File: config.mk
export PLATFORM = sky130hd
export DESIGN_NAME = knst_cell
export DESIGN_NICKNAME = d
export VERILOG_FILES = /design/src/sv/knst_pkg.sv /design/src/sv/knst_cell.sv
export SDC_FILE = /design/constraint.sdc
export NUM_CORES = 1
export LEC_CHECK = 0
export BUFFER_PORTS_ARGS = -buffer_cell sky130_fd_sc_hd__buf_2
export CAP_MARGIN = 20
export CORE_AREA = 2 2 212 214
export CTS_BUF_LIST = sky130_fd_sc_hd__clkbuf_4 sky130_fd_sc_hd__clkbuf_8 sky130_fd_sc_hd__clkbuf_16
export DETAILED_ROUTE_END_ITERATION = 10
export DIE_AREA = 0 0 214 216
export PLACE_DENSITY = 0.68
export SLEW_MARGIN = 20
export SYNTH_ARGS = -nofsm -noshare
export SYNTH_HDL_FRONTEND = slang
export SYNTH_SLANG_ARGS = --single-unit
File: constraint.sdc
create_clock -name clk_i -period 4 [get_ports clk_i]
set_clock_uncertainty 0.15 [all_clocks]
set_input_delay 0 -clock clk_i [delete_from_list [all_inputs] [get_ports clk_i]]
set_output_delay 0 -clock clk_i [all_outputs]
set_load 0.02 [all_outputs]
File: src/sv/knst_pkg.sv
package knst_pkg;

  localparam int unsigned Slots       = 16;
  localparam int unsigned KeyLen      = 8;
  localparam int unsigned SlotIdxW    = (Slots > 1) ? $clog2(Slots) : 1;
  localparam int unsigned OccW        = ($clog2(Slots + 1) > 5) ? $clog2(Slots + 1) : 5;
  localparam int unsigned KeyW        = 56;
  localparam int unsigned AddrW       = 32;
  localparam int unsigned CapW        = 16;
  localparam int unsigned LenW        = 16;
  localparam int unsigned CntW        = 32;
  localparam int unsigned CfgW        = 32;
  localparam int unsigned CfgIdxW     = 2;
  localparam int unsigned OpW         = 3;
  localparam int unsigned StatusW     = 3;
  localparam int unsigned KeyCmpBytes = (KeyLen < 7) ? KeyLen : 7;

  // Only the leading key bytes take part in a match.
  localparam logic [KeyW-1:0] KeyCmpMask = {KeyW{1'b1}} >> (8 * (7 - KeyCmpBytes));

  localparam logic [OpW-1:0] OpRegister = 3'd0;
  localparam logic [OpW-1:0] OpRead     = 3'd1;
  localparam logic [OpW-1:0] OpWrite    = 3'd2;
  localparam logic [OpW-1:0] OpDelete   = 3'd3;
  localparam logic [OpW-1:0] OpWear     = 3'd4;

  localparam logic [StatusW-1:0] StOk       = 3'd0;
  localparam logic [StatusW-1:0] StInvalid  = 3'd1;
  localparam logic [StatusW-1:0] StNotFound = 3'd2;
  localparam logic [StatusW-1:0] StNoRoom   = 3'd3;
  localparam logic [StatusW-1:0] StFull     = 3'd4;

  localparam logic [CfgIdxW-1:0] CfgNvmBase   = 2'd0;
  localparam logic [CfgIdxW-1:0] CfgNvmSize   = 2'd1;
  localparam logic [CfgIdxW-1:0] CfgWearLimit = 2'd2;

  // Request token walking down the chain.
  typedef struct packed {
    logic            vld;
    logic            active;
    logic [OpW-1:0]  op;
    logic [KeyW-1:0] key;
    logic [AddrW-1:0] addr;
    logic [CapW-1:0] cap;
    logic [LenW-1:0] len;
  } knst_req_t;

  // Lookup result collected along the chain.
  typedef struct packed {
    logic                found;
    logic                free_seen;
    logic [SlotIdxW-1:0] free_idx;
    logic                no_room;
    logic                deleted;
    logic [AddrW-1:0]    addr;
    logic [LenW-1:0]     len;
    logic [CntW-1:0]     writes;
  } knst_res_t;

  // Slot allocation broadcast after a scan.
  typedef struct packed {
    logic                en;
    logic [SlotIdxW-1:0] idx;
    logic [KeyW-1:0]     key;
    logic [AddrW-1:0]    addr;
    logic [CapW-1:0]     cap;
  } knst_alloc_t;

endpackage

File: src/sv/knst_cell.sv
module knst_cell (
  input  logic                          clk_i,
  input  logic                          rst_ni,
  input  logic [knst_pkg::SlotIdxW-1:0] idx_i,
  input  knst_pkg::knst_alloc_t         alloc_i,
  input  knst_pkg::knst_req_t           req_i,
  input  knst_pkg::knst_res_t           res_i,
  output knst_pkg::knst_req_t           req_o,
  output knst_pkg::knst_res_t           res_o
);

  logic                        valid_q, valid_d;
  logic [knst_pkg::KeyW-1:0]   key_q, key_d;
  logic [knst_pkg::AddrW-1:0]  addr_q, addr_d;
  logic [knst_pkg::CapW-1:0]   cap_q, cap_d;
  logic [knst_pkg::LenW-1:0]   len_q, len_d;
  logic [knst_pkg::CntW-1:0]   wr_q, wr_d;
  knst_pkg::knst_req_t         req_q;
  knst_pkg::knst_res_t         res_q, res_d;
  logic                        match;

  assign match = req_i.vld && req_i.active && valid_q && !res_i.found &&
                 (((key_q ^ req_i.key) & knst_pkg::KeyCmpMask) == '0);

  always_comb begin
    valid_d = valid_q;
    key_d   = key_q;
    addr_d  = addr_q;
    cap_d   = cap_q;
    len_d   = len_q;
    wr_d    = wr_q;
    res_d   = res_i;
    if (match) begin
      res_d.found  = 1'b1;
      res_d.addr   = addr_q;
      res_d.len    = len_q;
      res_d.writes = wr_q;
      case (req_i.op)
        knst_pkg::OpRegister: begin
          addr_d     = req_i.addr;
          cap_d      = req_i.cap;
          res_d.addr = req_i.addr;
        end
        knst_pkg::OpRead: begin
          res_d.no_room = (req_i.len < len_q);
        end
        knst_pkg::OpWrite: begin
          if (req_i.len > cap_q) begin
            res_d.no_room = 1'b1;
          end else begin
            len_d        = req_i.len;
            wr_d         = (wr_q == '1) ? wr_q : wr_q + 1'b1;
            res_d.len    = req_i.len;
            res_d.writes = wr_d;
          end
        end
        knst_pkg::OpDelete: begin
          valid_d       = 1'b0;
          res_d.deleted = 1'b1;
        end
        default: ;
      endcase
    end else if (req_i.vld && !valid_q && !res_i.free_seen) begin
      res_d.free_seen = 1'b1;
      res_d.free_idx  = idx_i;
    end
    if (alloc_i.en && (alloc_i.idx == idx_i)) begin
      valid_d = 1'b1;
      key_d   = alloc_i.key;
      addr_d  = alloc_i.addr;
      cap_d   = alloc_i.cap;
      len_d   = '0;
      wr_d    = '0;
    end
  end

  always_ff @(posedge clk_i or negedge rst_ni) begin
    if (!rst_ni) begin
      valid_q <= 1'b0;
      req_q   <= '0;
    end else begin
      valid_q <= valid_d;
      req_q   <= req_i;
    end
  end

  // Slot payload and the forwarded result carry no reset.
  always_ff @(posedge clk_i) begin
    key_q  <= key_d;
    addr_q <= addr_d;
    cap_q  <= cap_d;
    len_q  <= len_d;
    wr_q   <= wr_d;
    if (req_i.vld) begin
      res_q <= res_d;
    end
  end

  assign req_o = req_q;
  assign res_o = res_q;

endmodule

==> results of run 1 <==
[final timing paths]
check | startpoint | end | slack [ps] | cells past startpoint
max in group asynchronous | rst_ni | req_o[41] | 2420 | 4
min reg2reg | len_q[11] | len_q[11] | 300 | 2
max | key_q[26] | wr_q[27] | 420 | 8
min in group asynchronous | rst_ni | req_o[24] | 320 | 3
min | req_i[9] | req_o[9] | 30 | 2
max reg2reg | key_q[26] | wr_q[27] | 420 | 8
[state kept, by name, indices dropped and copies added (netlist names)]
name,flops
addr_q,32
cap_q,16
key_q,56
len_q,16
req_o,125
res_o,88
valid_q,1
wr_q,32
[kinds of logic after synthesis]
family                     Yosys count  share of synthesized area
muxes                               60                     0.0416
AOI/OAI and AO/OA                  194                     0.0721
adders and majority gates           32                     0.0263
buffers and inverters               93                     0.0234
and+or+nand+nor                    416                      0.130
xor gates and xnor gates            99                     0.0570
DFF                                366                      0.649
[layout by cell type (no fill, tap or decap), types with 20 or more instances in the layout]
cell and count:
clkbuf_16 43, nor2_1 55, a21oi_1 72, mux2_2 26, buf_2 538, xnor2_1 85
dfrtp_1 126, dfxtp_1 48, nor3_1 21, nand2_1 195, ha_1 32, nand4_1 42
mux2i_1 34, inv_1 33, edfxtp_1 192, o21ai_0 71, dlygate4sd3_1 476, buf_4 20
nand3_1 21
[through the flow]
step	cell area [um2]	cells	setup WS [ps]	utilization	total power, mW
after global placement	18700	2355	703	0.426	5.19
after global routing	24800	2911	265	0.566	9.61
after floorplan	15200	1260	706	-	4.70
after CTS	24800	2908	616	0.565	9.29
after detailed placement	18700	2355	630	0.426	5.21
final	24800	2914	423	0.566	9.30
[layout make-up]
type                    instances  area share
clock inverters                14     0.00323
well taps                     592      0.0299
inverters                      34     0.00525
diodes                          6    0.000605
clock buffers                  62      0.0502
multi-input cells             801       0.202
flip-flops and latches        366       0.398
repair buffers               1039       0.311
[worst register-to-register path, cell delays in order (launching register included)]
cell	delay [ps]
edfxtp_1	390
xnor2_1	390
nand4_1	170
nor4_1	450
nand4_1	280
buf_4	440
or4_1	720
or3_1	350
a21oi_1	150
[power breakdown]
part,leakage (nW),internal (mW),switching [mW]
registers,3.65,4.16,0.0615
clock network,0.667,2.16,1.57
logic,6.12,0.648,0.704
[what timing repair did]
item / in CTS / in global routing
hold buffers: 477 / 0
hold endpoints to repair: 460 / 0
resized for setup: 0 / 0
[layer usage]
layer | global-route usage | vias up | share of wire
li1 | - | 6582 | -
met1 | 0.286 | 7003 | 0.37
met2 | 0.440 | 761 | 0.50
met3 | 0.0610 | 236 | 0.068
met4 | 0.143 | 4 | 0.058
met5 | 0 | - | 0.00047
==> flow_summary.ini, run 1 <==
[timing]
finalHoldViolations = 0
setup_tns_ps = 0
rsz0062_at_grt = no
maxSlewHeadroom = 0.459
worstMarginPinSlew_ps = 811
whs_ps = 28.9
fin_crit_sh = 0.894
maxSlewViolCount = 0
fmax_ghz = 0.280
finalCriticalPeriod_ps = 3580
final-setup-viol-count = 0

[synth]
ys.flop_type = edfxtp_1
synthArstFlopShare = 0.344
yosysMostFrequentCell = nand2_1
seq_area_frac_synth = 0.649
synth_area_um2 = 15200
synth_top_area_share = 0.379
yosys_warnings = 0
ys_top_cells_by_area = edfxtp_1, dfrtp_1, dfxtp_1, xnor2_1, nand2_1
avgSynthCellArea_um2 = 12.1
netlist_top_cells_count = nand2_1, edfxtp_1, dfrtp_1
ys_seq_elements = 366
synth_cell_types = 54
synth-edff-count = 192
synth_nets = 1620
syn_inst = 1260
synth_area_leader_cell = edfxtp_1

[finish]
fin_nets = 2643
synthToLayoutAreaGrowth_pct = 63.0
drive_gt1_frac = 0.292
multi_input_area_um2 = 5000
fill_cells = 3388
regArea_um2 = 9880

[drt]
post-route-drc-count = 0
dr.pass1.iters = 5
first_iter_violations = 1084
via_per_inst = 5.01
num_vias = 14586
avgRoutedWirePerCell_um = 20.5
drtAntennaViolNets = 0
wl_mm = 59.7

[grt]
grt_usage = 0.253
grt_pass1_vias = 15419
antenna_found_initial = 5
grt_max_degree = 76
grt_pass1_wl_mm = 89.7
grt_overflow = 0

[floorplan]
core_um2 = 43800
die_w_um = 214
die_y_um = 216
die-area_um2 = 46200
io_pins = 541
rows = 77
start_util = 0.347

[critical_path]
worstPathArrival_ps = 3900
cpPeakStageDelay_ps = 710
worstPathRequired_ps = 4330
crit_path_end_kind = flip-flop
startpoint_type = flip-flop
path_cells = xnor2_1 -> nand4_1 -> nor4_1 -> nand4_1 -> buf_4 -> or4_1 -> or3_1 -> a21oi_1
crit_family = simple AND/OR/NAND/NOR gates
worst_path_max_delay_cell = or4_1
crit_path_max_fanout = 72
crit_path_frequent_cell = nand4_1
worstSetupPathType = reg -> reg
cp.buffers_inverters = 1

[pwr]
peakVddDrop_v = 0.000247
power.density_nw_per_um2 = 375
p_leak_nw = 10.4

[min_path]
hold_class = in -> reg

[cts]
cts_tree = yes
cts_buffer_depth = 3
clk_pin_slew_ps = 60
ctsRootBufferMaster = clkbuf_16
insertion_delay_ps = 570
cts_buffers = 41
postCtsSetupBuffers = 0
cts.sinks = 366
h-tree-depth = 2

[placed_design]
place_hpwl_mm = 36.7
place_congestion = 0.908
io_buffer_count = 540

[status]
outcome = finished clean

[job]
cap_viol_max_count = 0
Note: power is estimated with default switching activity, not from simulation.
==> run 2: changes to the inputs <==
==> constraint.sdc (replaced) <==
create_clock -name clk_i -period 4 [get_ports clk_i]
set_clock_uncertainty 0.15 [all_clocks]
set_input_delay 0.8 -clock clk_i [delete_from_list [all_inputs] [get_ports clk_i]]
set_output_delay 0.8 -clock clk_i [all_outputs]
set_load 0.02 [all_outputs]
==> flow_summary.ini, run 2 (same netlist as run 1, synthesis figures left out) <==
[critical_path]
path_cells = inv_1 -> ha_1 -> nand4_2 -> nor2_1 -> or4_4 -> o31a_2 -> or4_1 -> or3_1 -> a21oi_1
cp-startpoint = cap_q[15]
worstSetupPathDepth = 9
cp.buffers_inverters = 1
worst_path_max_delay_cell = or4_1
startpoint_type = flip-flop
crit_family = simple AND/OR/NAND/NOR gates
r2r-start = cap_q[15]
worst_r2r_path_depth = 9
crit_path_max_fanout = 8
crit_path_end_kind = flip-flop
cpPeakStageDelay_ps = 620
worstSetupPathType = reg -> reg
worstPathRequired_ps = 4320
worstPathArrival_ps = 3580

[floorplan]
core_um2 = 43800
die-area_um2 = 46200
rows = 77
die_w_um = 214
die_y_um = 216
start_util = 0.347
io_pins = 541

[pwr]
p_sw_frac = 0.242
seq_power_share = 0.467
power.switching_mw = 2.19
peakVddDrop_v = 0.000325
intPower_mw = 6.84
p_leak_nw = 8.50
power.density_nw_per_um2 = 448
clockPowerShare = 0.430
power_frac_comb = 0.103
total_power_mw = 9.03

[finish]
largest_reg_flops = 125
final_cell_mix = buf_2, nand2_1, edfxtp_1
synthToLayoutAreaGrowth_pct = 32.4
finalCoreUtilization = 0.460
layout_commonest_cell = buf_2
fin_nets = 2171
drive_gt1_frac = 0.369
instances_no_fill = 2438

[timing]
rsz0062_at_grt = no
setup_tns_ps = 0
worstMarginPinSlew_ps = 815
maxSlewViolCount = 0
fmax_ghz = 0.307
final-setup-viol-count = 0
finalHoldViolations = 0
finalCriticalPeriod_ps = 3260
fin_crit_sh = 0.814
maxSlewHeadroom = 0.452

[status]
outcome = finished clean

[drt]
via_per_inst = 4.94
num_vias = 12034
post-route-drc-count = 0
dr.pass1.iters = 5
wl_mm = 49.2
first_iter_violations = 781
avgRoutedWirePerCell_um = 20.2
drtAntennaViolNets = 0

[placed_design]
place_hpwl_mm = 37.0
place_inst = 2360
place_congestion = 0.917
io_buffer_count = 540

[cts]
insertion_delay_ps = 560
cts_tree = yes
clk_pin_slew_ps = 60
cts_buffers = 41
cts.sinks = 366
cts_hold_buf = 0
cts_buffer_depth = 3
h-tree-depth = 2
ctsRootBufferMaster = clkbuf_16
postCtsSetupBuffers = 0
cts_resized = 0

[min_path]
hold_class = in -> async

[grt]
grt_pass1_wl_mm = 72.7
grt_overflow = 0
grt_pass1_vias = 12083
grt_usage = 0.207
grt_max_degree = 89
antenna_found_initial = 7

[job]
cap_viol_max_count = 0
==> run 2: changes by cell type in the layout (fill, tap and decap cells not counted), moves of 3 or more <==
cell,delta
buf_12,+3
clkbuf_4,-7
clkbuf_8,+6
dlygate4sd3_1,-476
==> run 2: per-layer routing <==
layer,vias to the layer above,GRT usage,wire [um]
met4,4,0.0720,1390
met2,464,0.346,24100
met1,5854,0.264,20500
met3,83,0.0475,3150
met5,-,0,20
li1,5629,-,-
==> run 2: final cells by class <==
class                           instances  area [um2]
Tap cell                              592         741
Sequential cell                       366        9880
Multi-Input combinational cell        801        5000
Inverter                               34         130
Clock buffer                           61        1270
Fill cell                            4034       23700
Antenna cell                            5        12.5
Clock inverter                         12         121
Timing Repair Buffer                  567        2990
==> run 2: final timing paths <==
kind / endpoint / slack, ps
min in group clk_i: req_o[30] / 210
max in group asynchronous: req_o[92] / 2760
hold reg to reg: len_q[6] / 300
setup reg to reg: wr_q[31] / 740
setup / recovery: wr_q[31] / 740
hold / removal: req_o[112] / 80
==> run 2: power by group through the flow <==
stage | clock [mW] | sequential [mW] | combinational (mW)
final | 3.88 | 4.21 | 0.932
after global routing | 4.11 | 4.23 | 1.00
after CTS | 3.98 | 4.22 | 0.942
after detailed placement | 0 | 4.29 | 0.939
after global placement | 0 | 4.28 | 0.924
after floorplan | 0 | 4.46 | 0.240
==> run 2: stage by stage <==
stage	setup WS (ps)	instance area (um2)	hold WS [ps]
floorplan	573	15200	282
CTS	717	20100	103
global placement	191	18700	291
global route	538	20100	129
finish	744	20100	75.9
detailed placement	188	18700	296
==> run 3: changes to the inputs <==
--- a/config.mk
+++ b/config.mk
@@ -5,13 +5,14 @@
 export SDC_FILE = /design/constraint.sdc
 export NUM_CORES = 1
 export LEC_CHECK = 0
+export ABC_AREA = 1
 export BUFFER_PORTS_ARGS = -buffer_cell sky130_fd_sc_hd__buf_2
 export CAP_MARGIN = 20
-export CORE_AREA = 2 2 212 214
+export CORE_AREA = 2 2 208 210
 export CTS_BUF_LIST = sky130_fd_sc_hd__clkbuf_4 sky130_fd_sc_hd__clkbuf_8 sky130_fd_sc_hd__clkbuf_16
 export DETAILED_ROUTE_END_ITERATION = 10
-export DIE_AREA = 0 0 214 216
-export PLACE_DENSITY = 0.68
+export DIE_AREA = 0 0 210 212
+export PLACE_DENSITY = 0.72
 export SLEW_MARGIN = 20
 export SYNTH_ARGS = -nofsm -noshare
 export SYNTH_HDL_FRONTEND = slang
==> constraint.sdc (replaced) <==
create_clock -name clk_i -period 3.3 [get_ports clk_i]
set_clock_uncertainty 0.15 [all_clocks]
set_input_delay 0.66 -clock clk_i [delete_from_list [all_inputs] [get_ports clk_i]]
set_output_delay 0.66 -clock clk_i [all_outputs]
set_load 0.02 [all_outputs]
==> flow_summary.ini, run 3 <==
[floorplan]
rows = 76
die_w_um = 210
die_y_um = 212
core_um2 = 42500
io_pins = 541
die-area_um2 = 44500
start_util = 0.372

[grt]
grt-busiest-layer = met2
grt_pass1_wl_mm = 74.1
grt_usage = 0.220
grt_overflow = 0
grt_use_met2 = 0.361
antenna_found_initial = 7
grt_pass1_vias = 12699
grt_max_degree = 91
grt_util_met1 = 0.276
use_met3 = 0.0579

[drt]
num_vias = 12914
via_per_inst = 4.96
dr.pass1.iters = 5
wl_mm = 50.8
drtAntennaViolNets = 0
avgRoutedWirePerCell_um = 19.5
post-route-drc-count = 0
first_iter_violations = 943

[cts]
cts.sinks = 366
ctsRootBufferMaster = clkbuf_16
cts_buffer_depth = 3
postCtsSetupBuffers = 0
clk_pin_slew_ps = 60
cts_buffers = 40
insertion_delay_ps = 560
h-tree-depth = 2
cts_tree = yes
cts_hold_buf = 0
cts_resized = 0

[pwr]
power.density_nw_per_um2 = 525
power_frac_comb = 0.101
p_leak_nw = 9.06
seq_power_share = 0.472
clockPowerShare = 0.428
power.switching_mw = 2.62
intPower_mw = 8.20
p_sw_frac = 0.242
peakVddDrop_v = 0.000382
total_power_mw = 10.8

[critical_path]
crit_path_max_fanout = 32
worstSetupPathType = reg -> reg
worstPathArrival_ps = 2990
crit_path_end_kind = flip-flop
worstPathRequired_ps = 3430
startpoint_type = flip-flop

[timing]
final-setup-viol-count = 0
finalHoldViolations = 2
maxSlewHeadroom = 0.486
finalCriticalPeriod_ps = 2850
maxSlewViolCount = 0
fmax_ghz = 0.351
fin_crit_sh = 0.864
rsz0062_at_grt = no
setup_tns_ps = 0
whs_ps = -7.11
worstMarginPinSlew_ps = 771

[synth]
synth_compound_area_frac = 0.0543
synthArstFlopShare = 0.344
synth_cell_types = 38
netlist_top_cells_count = nand2_1, edfxtp_1, nand3_1
synth_area_um2 = 15800
synth_area_leader_cell = edfxtp_1
synth_top_area_share = 0.365
avgSynthCellArea_um2 = 10.7
yosys-mux-area-fraction = 0.0217
ys_seq_elements = 366
synth-xor-area-share = 0.0288
synth_fa_ha_area_frac = 0.0253
synth-edff-count = 192
yosys_warnings = 0
syn_inst = 1472
yosysMostFrequentCell = nand2_1
synth_nets = 1832
seq_area_frac_synth = 0.625
ys_top_cells_by_area = edfxtp_1, dfrtp_1, nand2_1, dfxtp_1, nand3_1
ys.flop_type = edfxtp_1
synth_simple_gate_area_frac = 0.202
synth_top_family_by_area = simple AND/OR/NAND/NOR gates

[status]
outcome = finished with violations
violations = negative hold slack

[finish]
synthToLayoutAreaGrowth_pct = 30.2
largest_reg_flops = 125
fin_nets = 2378
final_cell_mix = buf_2, nand2_1, edfxtp_1
drive_gt1_frac = 0.360
layout_commonest_cell = buf_2
fill_cells = 3872
instances_no_fill = 2603

[placed_design]
place_inst = 2522
io_buffer_count = 540
place_hpwl_mm = 37.9
place_congestion = 0.937

[job]
cap_viol_max_count = 0

[min_path]
hold_class = in -> async
==> run 3: path summary, 6_finish.rpt <==
check | from | endpoint | slack [ps] | cells after the start
setup / recovery | wr_q[1] | res_o[0] | 450 | 9
hold / removal | rst_ni | req_o[10] | -7 | 1
setup reg to reg | wr_q[1] | res_o[0] | 450 | 9
hold reg to reg | len_q[12] | len_q[12] | 340 | 2
max in group asynchronous | rst_ni | req_o[50] | 2260 | 2
min in group clk_i | req_i[25] | req_o[25] | 70 | 1
==> run 3: kinds of logic after synthesis <==
kind of cell,Yosys count
simple gates,695
flops,366
buf+inv,150
compound gates,143
xor+xnor,52
mux,34
fa+ha+maj,32
==> run 3: final cells by class <==
cell class,instances,area [um2],share of cell area
Timing Repair Buffer,565,3020,0.147
Tap cell,546,683,0.0332
Clock inverter,12,98.8,0.00480
Multi-Input combinational cell,956,5270,0.256
Sequential cell,366,9880,0.480
Antenna cell,7,17.5,0.000851
Inverter,89,339,0.0165
Clock buffer,62,1280,0.0622
==> run 3: per-stage QoR <==
step	area [um2]	hold WS, ps	worst slack, ps	util
after floorplan	15800	214	426	-
after global placement	19200	319	394	0.451
after detailed placement	19200	330	340	0.451
after CTS	20600	2.75	454	0.484
after global routing	20600	30.9	282	0.484
final	20600	-7.11	447	0.484
==> run 3: critical path: stages, from the launching register on <==
cell	delay, ps
dfxtp_1	500
ha_1	330
nand2_1	100
nor2_2	190
nand2_1	140
nor2_2	240
nand2_2	430
xor2_1	280
nand3_1	150
nand3_1	80
==> run 3: per-layer routing <==
layer / vias to the layer above / share of wire
li1: 6086 / -
met1: 6183 / 0.41
met2: 536 / 0.47
met3: 107 / 0.076
met4: 2 / 0.037
met5: - / 0.00026
==> run 3: power by group through the flow <==
stage | Combinational, mW | Clock (mW) | Sequential [mW]
detailed placement | 1.09 | 0 | 5.20
global placement | 1.08 | 0 | 5.19
finish | 1.09 | 4.63 | 5.10
global route | 1.17 | 4.88 | 5.12
CTS | 1.10 | 4.73 | 5.11
floorplan | 0.264 | 0 | 5.41
